## src/rtl/core/lccu_pkg.sv

```systemverilog
// Shared types and constants for the colored life cell update block.
// Holds the item and queue entry layouts and the rule constants.
// No dependencies.
package lccu_pkg;

   localparam int COLOR_BITS           = 24;
   localparam int NEIGHBORS            = 8;
   localparam int MASK_BITS            = NEIGHBORS + 1;
   localparam int LIVE_PICKS           = 3;
   localparam int CHANNELS             = 3;
   localparam int THRESHOLD_BITS       = 4;
   localparam int MODE_BITS            = 4;
   localparam int PICK_BITS            = 2;
   localparam int TALLY_BITS           = 4;
   localparam int QUEUE_DEPTH          = 4;
   localparam int CHANNEL_BITS_DEFAULT = 8;

   localparam logic [THRESHOLD_BITS-1:0] THRESHOLD_RESET = 4'd8;
   localparam logic [TALLY_BITS-1:0]     SURVIVE_LOW     = 4'd2;
   localparam logic [TALLY_BITS-1:0]     BIRTH_TALLY     = 4'd3;
   localparam logic [PICK_BITS-1:0]      PICK_LAST       = 2'd2;
   localparam logic [PICK_BITS-1:0]      PICK_OVER       = 2'd3;

   typedef enum logic [1:0] {
      KIND_DEAD,
      KIND_COPY,
      KIND_MEAN
   } lccu_kind_type;

   typedef struct packed {
      logic [MASK_BITS-1:0]                  alive_mask;
      logic [COLOR_BITS-1:0]                 self_color;
      logic [NEIGHBORS-1:0][COLOR_BITS-1:0]  neighbor_color;
      logic [MODE_BITS-1:0]                  mode_draw;
      logic [PICK_BITS-1:0]                  pick_draw;
   } lccu_item_type;

   typedef struct packed {
      lccu_kind_type                         kind;
      logic [COLOR_BITS-1:0]                 color;
      logic [LIVE_PICKS-1:0][COLOR_BITS-1:0] live;
   } lccu_entry_type;

endpackage

```

## src/rtl/core/lccu_front.sv

```systemverilog
// Front end: holds the inherit threshold register and classifies each cell.
// Counts live neighbors, gathers the first three live colors, picks the outcome.
// Depends on lccu_pkg.
module lccu_front #(
   parameter int CHANNEL_BITS = lccu_pkg::CHANNEL_BITS_DEFAULT
) (
   input  logic                                 clock,
   input  logic                                 reset,
   input  logic                                 csr_valid,
   output logic                                 csr_ready,
   input  logic [lccu_pkg::THRESHOLD_BITS-1:0]  csr_data,
   input  lccu_pkg::lccu_item_type              item,
   output lccu_pkg::lccu_entry_type             entry
);
   import lccu_pkg::*;

   localparam int CW = CHANNELS * CHANNEL_BITS;

   logic [THRESHOLD_BITS-1:0] threshold_ff;
   logic [THRESHOLD_BITS-1:0] threshold_in;
   logic [TALLY_BITS-1:0]     tally;
   logic [TALLY_BITS-1:0]     seen;
   logic [LIVE_PICKS-1:0][COLOR_BITS-1:0] live;
   logic [PICK_BITS-1:0]      pick_sat;
   logic                      self_alive;
   logic [CW+COLOR_BITS-1:0]  white_wide;
   logic [COLOR_BITS-1:0]     white;

   assign csr_ready    = 1'b1;
   assign threshold_in = csr_valid ? csr_data : threshold_ff;

   always_ff @(posedge clock) begin
      if (reset) begin
         threshold_ff <= THRESHOLD_RESET;
      end else begin
         threshold_ff <= threshold_in;
      end
   end

   // dead cells get every channel at full scale, cut to the color width
   assign white_wide = {{COLOR_BITS{1'b0}}, {CW{1'b1}}};
   assign white      = white_wide[COLOR_BITS-1:0];
   assign self_alive = item.alive_mask[NEIGHBORS];
   assign pick_sat   = (item.pick_draw == PICK_OVER) ? PICK_LAST : item.pick_draw;

   always_comb begin
      tally = '0;
      seen  = '0;
      live  = '0;
      for (int i = 0; i < NEIGHBORS; i++) begin
         if (item.alive_mask[i]) begin
            for (int j = 0; j < LIVE_PICKS; j++) begin
               if (seen == TALLY_BITS'(j)) begin
                  live[j] = item.neighbor_color[i];
               end
            end
            seen = seen + 1'b1;
         end
         tally = tally + {{(TALLY_BITS-1){1'b0}}, item.alive_mask[i]};
      end
   end

   always_comb begin
      entry.live = live;
      if (self_alive && (tally == SURVIVE_LOW || tally == BIRTH_TALLY)) begin
         entry.kind  = KIND_COPY;
         entry.color = item.self_color;
      end else if (!self_alive && tally == BIRTH_TALLY) begin
         if (item.mode_draw < threshold_ff) begin
            entry.kind  = KIND_COPY;
            entry.color = live[pick_sat];
         end else begin
            entry.kind  = KIND_MEAN;
            entry.color = '0;
         end
      end else begin
         entry.kind  = KIND_DEAD;
         entry.color = white;
      end
   end

endmodule

```

## src/rtl/core/lccu_queue.sv

```systemverilog
// Short FIFO of classified cells between the front end and the back end.
// Flip-flop slots; per cycle one write if not full, one read if not empty.
// Depends on lccu_pkg.
module lccu_queue (
   input  logic                      clock,
   input  logic                      reset,
   input  logic                      in_valid,
   output logic                      in_ready,
   input  lccu_pkg::lccu_entry_type  in_data,
   output logic                      out_valid,
   input  logic                      out_ready,
   output lccu_pkg::lccu_entry_type  out_data
);
   import lccu_pkg::*;

   localparam int PTR_BITS = $clog2(QUEUE_DEPTH);
   localparam int CNT_BITS = $clog2(QUEUE_DEPTH + 1);

   lccu_entry_type       slots_ff [QUEUE_DEPTH];
   logic [PTR_BITS-1:0]  wr_ptr_ff;
   logic [PTR_BITS-1:0]  wr_ptr_in;
   logic [PTR_BITS-1:0]  rd_ptr_ff;
   logic [PTR_BITS-1:0]  rd_ptr_in;
   logic [CNT_BITS-1:0]  cnt_ff;
   logic [CNT_BITS-1:0]  cnt_in;
   logic                 push;
   logic                 pop;

   assign in_ready  = (cnt_ff != CNT_BITS'(QUEUE_DEPTH));
   assign out_valid = (cnt_ff != '0);
   assign out_data  = slots_ff[rd_ptr_ff];
   assign push      = in_valid && in_ready;
   assign pop       = out_valid && out_ready;

   // depth is a power of two, so the pointers wrap on their own
   assign wr_ptr_in = push ? wr_ptr_ff + 1'b1 : wr_ptr_ff;
   assign rd_ptr_in = pop ? rd_ptr_ff + 1'b1 : rd_ptr_ff;

   always_comb begin
      cnt_in = cnt_ff;
      if (push && !pop) begin
         cnt_in = cnt_ff + 1'b1;
      end else if (pop && !push) begin
         cnt_in = cnt_ff - 1'b1;
      end
   end

   always_ff @(posedge clock) begin
      if (reset) begin
         wr_ptr_ff <= '0;
         rd_ptr_ff <= '0;
         cnt_ff    <= '0;
      end else begin
         wr_ptr_ff <= wr_ptr_in;
         rd_ptr_ff <= rd_ptr_in;
         cnt_ff    <= cnt_in;
      end
   end

   always_ff @(posedge clock) begin
      if (push) begin
         slots_ff[wr_ptr_ff] <= in_data;
      end
   end

`ifndef SYNTHESIS
   a_cnt_bound: assert property (@(posedge clock) disable iff (reset)
      cnt_ff <= CNT_BITS'(QUEUE_DEPTH))
      else $error("queue count above depth");

   a_push_grows: assert property (@(posedge clock) disable iff (reset)
      push && !pop |=> cnt_ff == $past(cnt_ff) + 1'b1)
      else $error("queue count did not grow on push");

   a_ptr_gap: assert property (@(posedge clock) disable iff (reset)
      (cnt_ff == '0 || cnt_ff == CNT_BITS'(QUEUE_DEPTH)) |-> wr_ptr_ff == rd_ptr_ff)
      else $error("queue pointers disagree with count");
`endif

endmodule

```

## src/rtl/core/lccu_back.sv

```systemverilog
// Back end: squares and sums the live channels, then a bit-per-stage
// root pipeline finds the largest r with 3*r*r <= sum, and an output register.
// Depends on lccu_pkg.
module lccu_back #(
   parameter int CHANNEL_BITS = lccu_pkg::CHANNEL_BITS_DEFAULT
) (
   input  logic                              clock,
   input  logic                              reset,
   input  logic                              q_valid,
   output logic                              q_ready,
   input  lccu_pkg::lccu_entry_type          q_data,
   output logic                              rsp_valid,
   input  logic                              rsp_ready,
   output logic                              rsp_alive,
   output logic [lccu_pkg::COLOR_BITS-1:0]   rsp_color
);
   import lccu_pkg::*;

   localparam int CB = CHANNEL_BITS;
   localparam int CW = CHANNELS * CB;
   localparam int SQ = 2 * CB;
   localparam int SW = 2 * CB + 2;
   localparam logic [SW:0]   STEP_ONE = (SW+1)'(1);
   localparam logic [CB-1:0] ROOT_ONE = CB'(1);

   logic advance;

   // square stage
   logic                  sq_vld_ff;
   lccu_kind_type         sq_kind_ff;
   logic [COLOR_BITS-1:0] sq_color_ff;
   logic [SQ-1:0]         sq_ff [LIVE_PICKS][CHANNELS];
   logic [SQ-1:0]         sq_in [LIVE_PICKS][CHANNELS];

   // root pipeline, entry 0 holds the sums
   logic [CB:0]           pv_ff;
   lccu_kind_type         pk_ff [CB+1];
   lccu_kind_type         pk_in [CB+1];
   logic [COLOR_BITS-1:0] pc_ff [CB+1];
   logic [COLOR_BITS-1:0] pc_in [CB+1];
   logic [SW-1:0]         ps_ff [CB+1][CHANNELS];
   logic [SW-1:0]         ps_in [CB+1][CHANNELS];
   logic [CB-1:0]         pr_ff [CB+1][CHANNELS];
   logic [CB-1:0]         pr_in [CB+1][CHANNELS];
   logic [SW-1:0]         pt_ff [CB+1][CHANNELS];
   logic [SW-1:0]         pt_in [CB+1][CHANNELS];

   logic                  rsp_valid_ff;
   logic                  rsp_alive_ff;
   logic                  rsp_alive_in;
   logic [COLOR_BITS-1:0] rsp_color_ff;
   logic [COLOR_BITS-1:0] rsp_color_in;
   logic [CW-1:0]         mean_packed;
   logic [CW+COLOR_BITS-1:0] mean_wide;

   // the whole pipe moves together; hold everything while the output stalls
   assign advance   = !rsp_valid_ff || rsp_ready;
   assign q_ready   = advance;
   assign rsp_valid = rsp_valid_ff;
   assign rsp_alive = rsp_alive_ff;
   assign rsp_color = rsp_color_ff;

   always_comb begin
      logic [CW+COLOR_BITS-1:0] ext_wide;
      logic [CW-1:0]            ext;
      logic [CB-1:0]            ch;
      for (int i = 0; i < LIVE_PICKS; i++) begin
         ext_wide = {{CW{1'b0}}, q_data.live[i]};
         ext      = ext_wide[CW-1:0];
         for (int c = 0; c < CHANNELS; c++) begin
            ch          = ext[c*CB +: CB];
            sq_in[i][c] = {{CB{1'b0}}, ch} * {{CB{1'b0}}, ch};
         end
      end
   end

   always_comb begin
      pk_in[0] = sq_kind_ff;
      pc_in[0] = sq_color_ff;
      for (int c = 0; c < CHANNELS; c++) begin
         ps_in[0][c] = {2'b00, sq_ff[0][c]} + {2'b00, sq_ff[1][c]} + {2'b00, sq_ff[2][c]};
         pr_in[0][c] = '0;
         pt_in[0][c] = '0;
      end
   end

   for (genvar j = 1; j <= CB; j++) begin : g_root
      localparam int K = CB - j;
      logic [SW:0] dlt  [CHANNELS];
      logic [SW:0] cand [CHANNELS];

      // try root bit K: 3*(r + 2^K)^2 = tri + 3*(r*2^(K+1) + 4^K)
      always_comb begin
         pk_in[j] = pk_ff[j-1];
         pc_in[j] = pc_ff[j-1];
         for (int c = 0; c < CHANNELS; c++) begin
            dlt[c]  = ({{(SW+1-CB){1'b0}}, pr_ff[j-1][c]} << (K + 1)) | (STEP_ONE << (2 * K));
            cand[c] = {1'b0, pt_ff[j-1][c]} + dlt[c] + (dlt[c] << 1);
            ps_in[j][c] = ps_ff[j-1][c];
            if (cand[c] <= {1'b0, ps_ff[j-1][c]}) begin
               pr_in[j][c] = pr_ff[j-1][c] | (ROOT_ONE << K);
               pt_in[j][c] = cand[c][SW-1:0];
            end else begin
               pr_in[j][c] = pr_ff[j-1][c];
               pt_in[j][c] = pt_ff[j-1][c];
            end
         end
      end
   end

   always_comb begin
      for (int c = 0; c < CHANNELS; c++) begin
         mean_packed[c*CB +: CB] = pr_ff[CB][c];
      end
      mean_wide    = {{COLOR_BITS{1'b0}}, mean_packed};
      rsp_alive_in = (pk_ff[CB] != KIND_DEAD);
      rsp_color_in = (pk_ff[CB] == KIND_MEAN) ? mean_wide[COLOR_BITS-1:0] : pc_ff[CB];
   end

   always_ff @(posedge clock) begin
      if (reset) begin
         sq_vld_ff    <= 1'b0;
         pv_ff        <= '0;
         rsp_valid_ff <= 1'b0;
      end else if (advance) begin
         sq_vld_ff    <= q_valid;
         pv_ff        <= {pv_ff[CB-1:0], sq_vld_ff};
         rsp_valid_ff <= pv_ff[CB];
      end
   end

   always_ff @(posedge clock) begin
      if (advance) begin
         sq_kind_ff  <= q_data.kind;
         sq_color_ff <= q_data.color;
         sq_ff       <= sq_in;
         pk_ff       <= pk_in;
         pc_ff       <= pc_in;
         ps_ff       <= ps_in;
         pr_ff       <= pr_in;
         pt_ff       <= pt_in;
         rsp_alive_ff <= rsp_alive_in;
         rsp_color_ff <= rsp_color_in;
      end
   end

endmodule

```

## src/rtl/core/life_cell_color_update.sv

```systemverilog
// Colored B3/S23 life cell update.
// req_*: one cell per transfer (own alive bit, colors, eight neighbors, two draws).
// rsp_*: one result per accepted cell, in order: next alive bit and next color.
// csr_*: writes the 4-bit inherit threshold; always ready, reset value 8.
//   Write it only while no cell is in flight.
// A survivor keeps its color, a dead cell turns white. A birth copies the
// color of the live neighbor chosen by pick_draw when mode_draw is below the
// threshold, else each channel becomes the integer root mean square of the
// three live colors.
// Pipeline: queue, square stage, sum stage, one root stage per channel bit,
//   output register.
// Throughput: one cell per cycle unless stalled; the root pipeline takes a new cell per cycle.
// Stall: a held rsp_tready freezes the back pipeline; the four-entry queue
//   keeps taking cells until it fills, then req_tready drops.
// Reset clears the queue and all valid bits and sets the threshold to 8.
// Depends on lccu_pkg, lccu_front, lccu_queue, lccu_back.
module life_cell_color_update #(
   parameter int CHANNEL_BITS = lccu_pkg::CHANNEL_BITS_DEFAULT
) (
   input  logic          clock,
   input  logic          reset,
   // [8:0] alive_mask, [32:9] self_color, neighbor_color_i at [33+24i +: 24],
   // [228:225] mode_draw, [230:229] pick_draw, [231] zero
   input  logic          req_tvalid,
   output logic          req_tready,
   input  logic [231:0]  req_tdata,
   // [0] next_alive, [24:1] next_color, [31:25] zero
   output logic          rsp_tvalid,
   input  logic          rsp_tready,
   output logic [31:0]   rsp_tdata,
   input  logic          csr_valid,
   output logic          csr_ready,
   input  logic [3:0]    csr_data
);
   import lccu_pkg::*;

   lccu_item_type         item;
   lccu_entry_type        front_entry;
   lccu_entry_type        q_data;
   logic                  q_valid;
   logic                  q_ready;
   logic                  rsp_alive;
   logic [COLOR_BITS-1:0] rsp_color;

   always_comb begin
      item.alive_mask = req_tdata[8:0];
      item.self_color = req_tdata[32:9];
      for (int i = 0; i < NEIGHBORS; i++) begin
         item.neighbor_color[i] = req_tdata[33 + COLOR_BITS*i +: COLOR_BITS];
      end
      item.mode_draw  = req_tdata[228:225];
      item.pick_draw  = req_tdata[230:229];
   end

   lccu_front #(
      .CHANNEL_BITS (CHANNEL_BITS)
   ) u_front (
      .clock     (clock),
      .reset     (reset),
      .csr_valid (csr_valid),
      .csr_ready (csr_ready),
      .csr_data  (csr_data),
      .item      (item),
      .entry     (front_entry)
   );

   lccu_queue u_queue (
      .clock     (clock),
      .reset     (reset),
      .in_valid  (req_tvalid),
      .in_ready  (req_tready),
      .in_data   (front_entry),
      .out_valid (q_valid),
      .out_ready (q_ready),
      .out_data  (q_data)
   );

   lccu_back #(
      .CHANNEL_BITS (CHANNEL_BITS)
   ) u_back (
      .clock     (clock),
      .reset     (reset),
      .q_valid   (q_valid),
      .q_ready   (q_ready),
      .q_data    (q_data),
      .rsp_valid (rsp_tvalid),
      .rsp_ready (rsp_tready),
      .rsp_alive (rsp_alive),
      .rsp_color (rsp_color)
   );

   assign rsp_tdata = {7'b0000000, rsp_color, rsp_alive};

endmodule
```

## config.mk

```make
export PLATFORM = sky130hd
export DESIGN_NAME = life_cell_color_update
export DESIGN_NICKNAME = d
export VERILOG_FILES = /design/src/rtl/core/lccu_pkg.sv /design/src/rtl/core/lccu_front.sv /design/src/rtl/core/lccu_queue.sv /design/src/rtl/core/lccu_back.sv /design/src/rtl/core/life_cell_color_update.sv
export SDC_FILE = /design/constraint.sdc
export NUM_CORES = 2
export LEC_CHECK = 0
export ABC_AREA = 1
export CORE_ASPECT_RATIO = 1.75
export CORE_MARGIN = 1.5
export CORE_UTILIZATION = 59
export CTS_BUF_LIST = sky130_fd_sc_hd__clkbuf_16
export DETAILED_ROUTE_END_ITERATION = 12
export DONT_BUFFER_PORTS = 1
export PLACE_DENSITY = 0.78
export SYNTH_ARGS = -nofsm -noshare
export SYNTH_HDL_FRONTEND = slang
export SYNTH_SLANG_ARGS = --single-unit
```

## constraint.sdc

```tcl
create_clock -name clock -period 13.2 [get_ports clock]
set_input_delay 1.32 -clock clock [delete_from_list [all_inputs] [get_ports clock]]
set_output_delay 1.32 -clock clock [all_outputs]
set_load 0.01 [all_outputs]
```

==> flow_metrics.env <==
export IMPL_status="finished clean"
export IMPL_rows=190
export IMPL_hold_depth=0
export IMPL_viasPerCell=5.59
export IMPL_root_buffer="clkbuf_16"
export IMPL_grt_setup_unrepaired="no"
export IMPL_drt_initial_drc_count=3483
export IMPL_drtAntennaViolNets=0
export IMPL_syn2layout_area_growth_pct=7.18
export IMPL_synthCells=8848
export IMPL_period_share_pct=56.8
export IMPL_clk_path_buf_depth=3
export IMPL_yosys_warnings=0
export IMPL_gp_congestion=1.02
export IMPL_synth_distinct_cells=57
export IMPL_grt_pass1_wl_um=313000
export IMPL_chipHeight_um=522
export IMPL_synth_most_common_cell="nand2_1"
export IMPL_syn_area_um2=90900
export IMPL_layout_drive_gt1_share_pct=3.84
export IMPL_path_max_fanout=73
export IMPL_grt_start_max_net_pins=208
export IMPL_synth_top_area_cell="edfxtp_1"
export IMPL_holdCritPathClass="flip-flop to flip-flop"
export IMPL_arrival_ns=8.01
export IMPL_synth_flop_cell="edfxtp_1"
export IMPL_synthArstFlopShare_pct=0
export IMPL_start_kind="flip-flop"
export IMPL_yosys_register_bits=1556
export IMPL_path_clk_slew_ns=0.06
export IMPL_cts_sink_count=1556
export IMPL_required_ns=13.71
export IMPL_fin_nets=10078
export IMPL_antenna_found_initial=18
export IMPL_cts_hold_fix_buffers=0
export IMPL_postSynthAreaPerCell_um2=10.3
export IMPL_r2r_cells=23
export IMPL_synth_top_cell_area_share_pct=50.6
export IMPL_endpoint_kind="flip-flop"
export IMPL_drc=0
export IMPL_fin_skew_ns=0.0297
export IMPL_synth_common_cells="nand2_1, edfxtp_1, inv_1"
export IMPL_setup_viol=0
export IMPL_clkLatencyLatePin_ns=0.78
export IMPL_synth_area_top_cells="edfxtp_1, ha_1, nand2_1, fa_1, inv_1"
export IMPL_core_region_area_um2=153000
export IMPL_fin_tns_setup_ns=0
export IMPL_htree_levels=4
export IMPL_wirelength_um=198000
export IMPL_numCtsBuffers=137
export IMPL_worst_hold_slack_ns=0.399
export IMPL_first_pass_iters=6
export IMPL_yosysSeqAreaShare_pct=51.1
export IMPL_grt_total_usage_pct=25.3
export IMPL_min_from="u_back.ps_ff[458]"
export IMPL_io_buffers=0
export IMPL_setup_worst_path_class="flip-flop to flip-flop"
export IMPL_overflow=0
export IMPL_via_count=61128
export IMPL_r2r_end="u_back.sq_ff[47]"
export IMPL_hold_viol_final=0
export IMPL_max_slew_margin_pct=21.8
export IMPL_place_area_um2=92900
export IMPL_max_freq_ghz=0.133
export IMPL_worst_pin_slew_ns=1.17
export IMPL_fin_crit_ns=7.50
export IMPL_start_util_pct=59.4
export IMPL_max_cap_violations=0
export IMPL_die_area_um2=157000
export IMPL_tritoncts="done"
export IMPL_final_max_slew_viol_count=0
export IMPL_grt_pass1_vias=63097
export IMPL_die_w_um=300
export IMPL_reg2reg_slack_ns=5.70
export IMPL_synth_edff_count=1532
export IMPL_hold_end="u_back.ps_ff[404]"
export IMPL_cts_setup_buffers=0
export IMPL_place_hpwl_um=153000
export IMPL_ios=276
export IMPL_wl_per_cell_um=18.1
export IMPL_final_area_um2=97400
export IMPL_post_cts_resized=0
==> layer usage <==
layer	track usage [%]	vias up	routed length (um)	share of wire (%)
met5	0	-	0	0
met4	16.9	0	14400	7.3
met3	4.16	643	8990	4.5
met2	50.2	1564	110000	56
met1	23.0	29175	64200	32
li1	-	29746	-	-
==> critical path, cell delays in order (launching register included) <==
cell and delay, ns:
dfxtp_1 0.30, buf_4 0.26, inv_4 0.35, buf_4 0.56
buf_4 0.72, a21oi_1 0.09, a32oi_1 0.48, clkinv_1 0.41
nor2_1 0.32, fa_1 0.49, fa_1 0.55, inv_1 0.06
fa_1 0.50, fa_1 0.55, inv_1 0.05, ha_1 0.29
inv_1 0.07, o21bai_1 0.21, a21boi_0 0.19, o21ai_0 0.31
a21oi_1 0.11, nor2_1 0.10, nor2_1 0.06, xor2_1 0.13
==> final cells by class <==
| class | instances | area [um^2] |
|---|---|---|
| fillers | 11710 | 55700 |
| flip-flops and latches | 1556 | 46500 |
| multi-input cells | 5700 | 38400 |
| inverters | 1342 | 5060 |
| clock buffers | 142 | 3550 |
| well taps | 2016 | 2520 |
| clock inverters | 101 | 935 |
| repair buffers | 59 | 480 |
| diodes | 19 | 47.5 |
==> stage by stage <==
step                setup WS [ns]  cells  util, %
floorplan                    3.93   8854        -
global placement             5.82  10673     60.7
global route                 5.22  10935     63.6
CTS                          5.69  10916     63.6
detailed placement           5.74  10673     60.7
finish                       5.70  10935     63.6
==> cells by family after synthesis <==
group | count (synthesis) | synth area share [%]
AND/OR/NAND/NOR | 3253 | 15.1
buffers and inverters | 1598 | 6.77
flip-flops | 1556 | 51.1
adder cells (fa/ha/maj) | 1041 | 16.9
AO/OA/AOI/OAI | 1017 | 6.34
XOR/XNOR | 356 | 3.43
multiplexers | 25 | 0.308
other | 2 | 0.00826
==> how the worst max path moves through the flow <==
stage               startpoint  slack (ns)                        to  cells past startpoint
global route         flip-flop        5.22          u_back.sq_ff[47]                     23
global placement     flip-flop        5.82          u_back.sq_ff[47]                     23
finish               flip-flop        5.70          u_back.sq_ff[47]                     23
floorplan           rsp_tready        3.93  u_back.g_root[2].dlt[14]                      2
detailed placement   flip-flop        5.74          u_back.sq_ff[47]                     23
CTS                  flip-flop        5.69          u_back.sq_ff[47]                     23
==> registers in the layout, summed over array words and instances (netlist names), 24 cells and up, named ones only <==
name                flops
u_back.ps_ff          432
u_queue.slots_ff      392
u_back.pc_ff          216
u_back.pt_ff          180
u_back.sq_ff          135
u_back.g_root.dlt      84
u_back.mean_packed     24
u_back.rsp_color       24
u_back.sq_color_ff     24
==> placed cells by master, fill, tap and decap left out, types with 21 or more instances in the layout <==
cell type,count
edfxtp_1,1532
nand2_1,1873
clkbuf_16,142
clkinv_1,36
ha_1,724
o22ai_1,82
buf_4,56
a32oi_1,61
nor4_1,25
xor2_1,246
nand3_1,357
dfxtp_1,23
xnor2_1,110
nand4_1,256
o21ai_0,280
clkinv_2,21
fa_1,317
nor3_1,71
mux2_2,24
a21o_1,22
nor2_1,588
inv_1,1340
a21oi_1,468
Power is left out: the tool's default activity adds up to more than one toggle a clock period on the data nets, which glitch-free logic cannot reach.
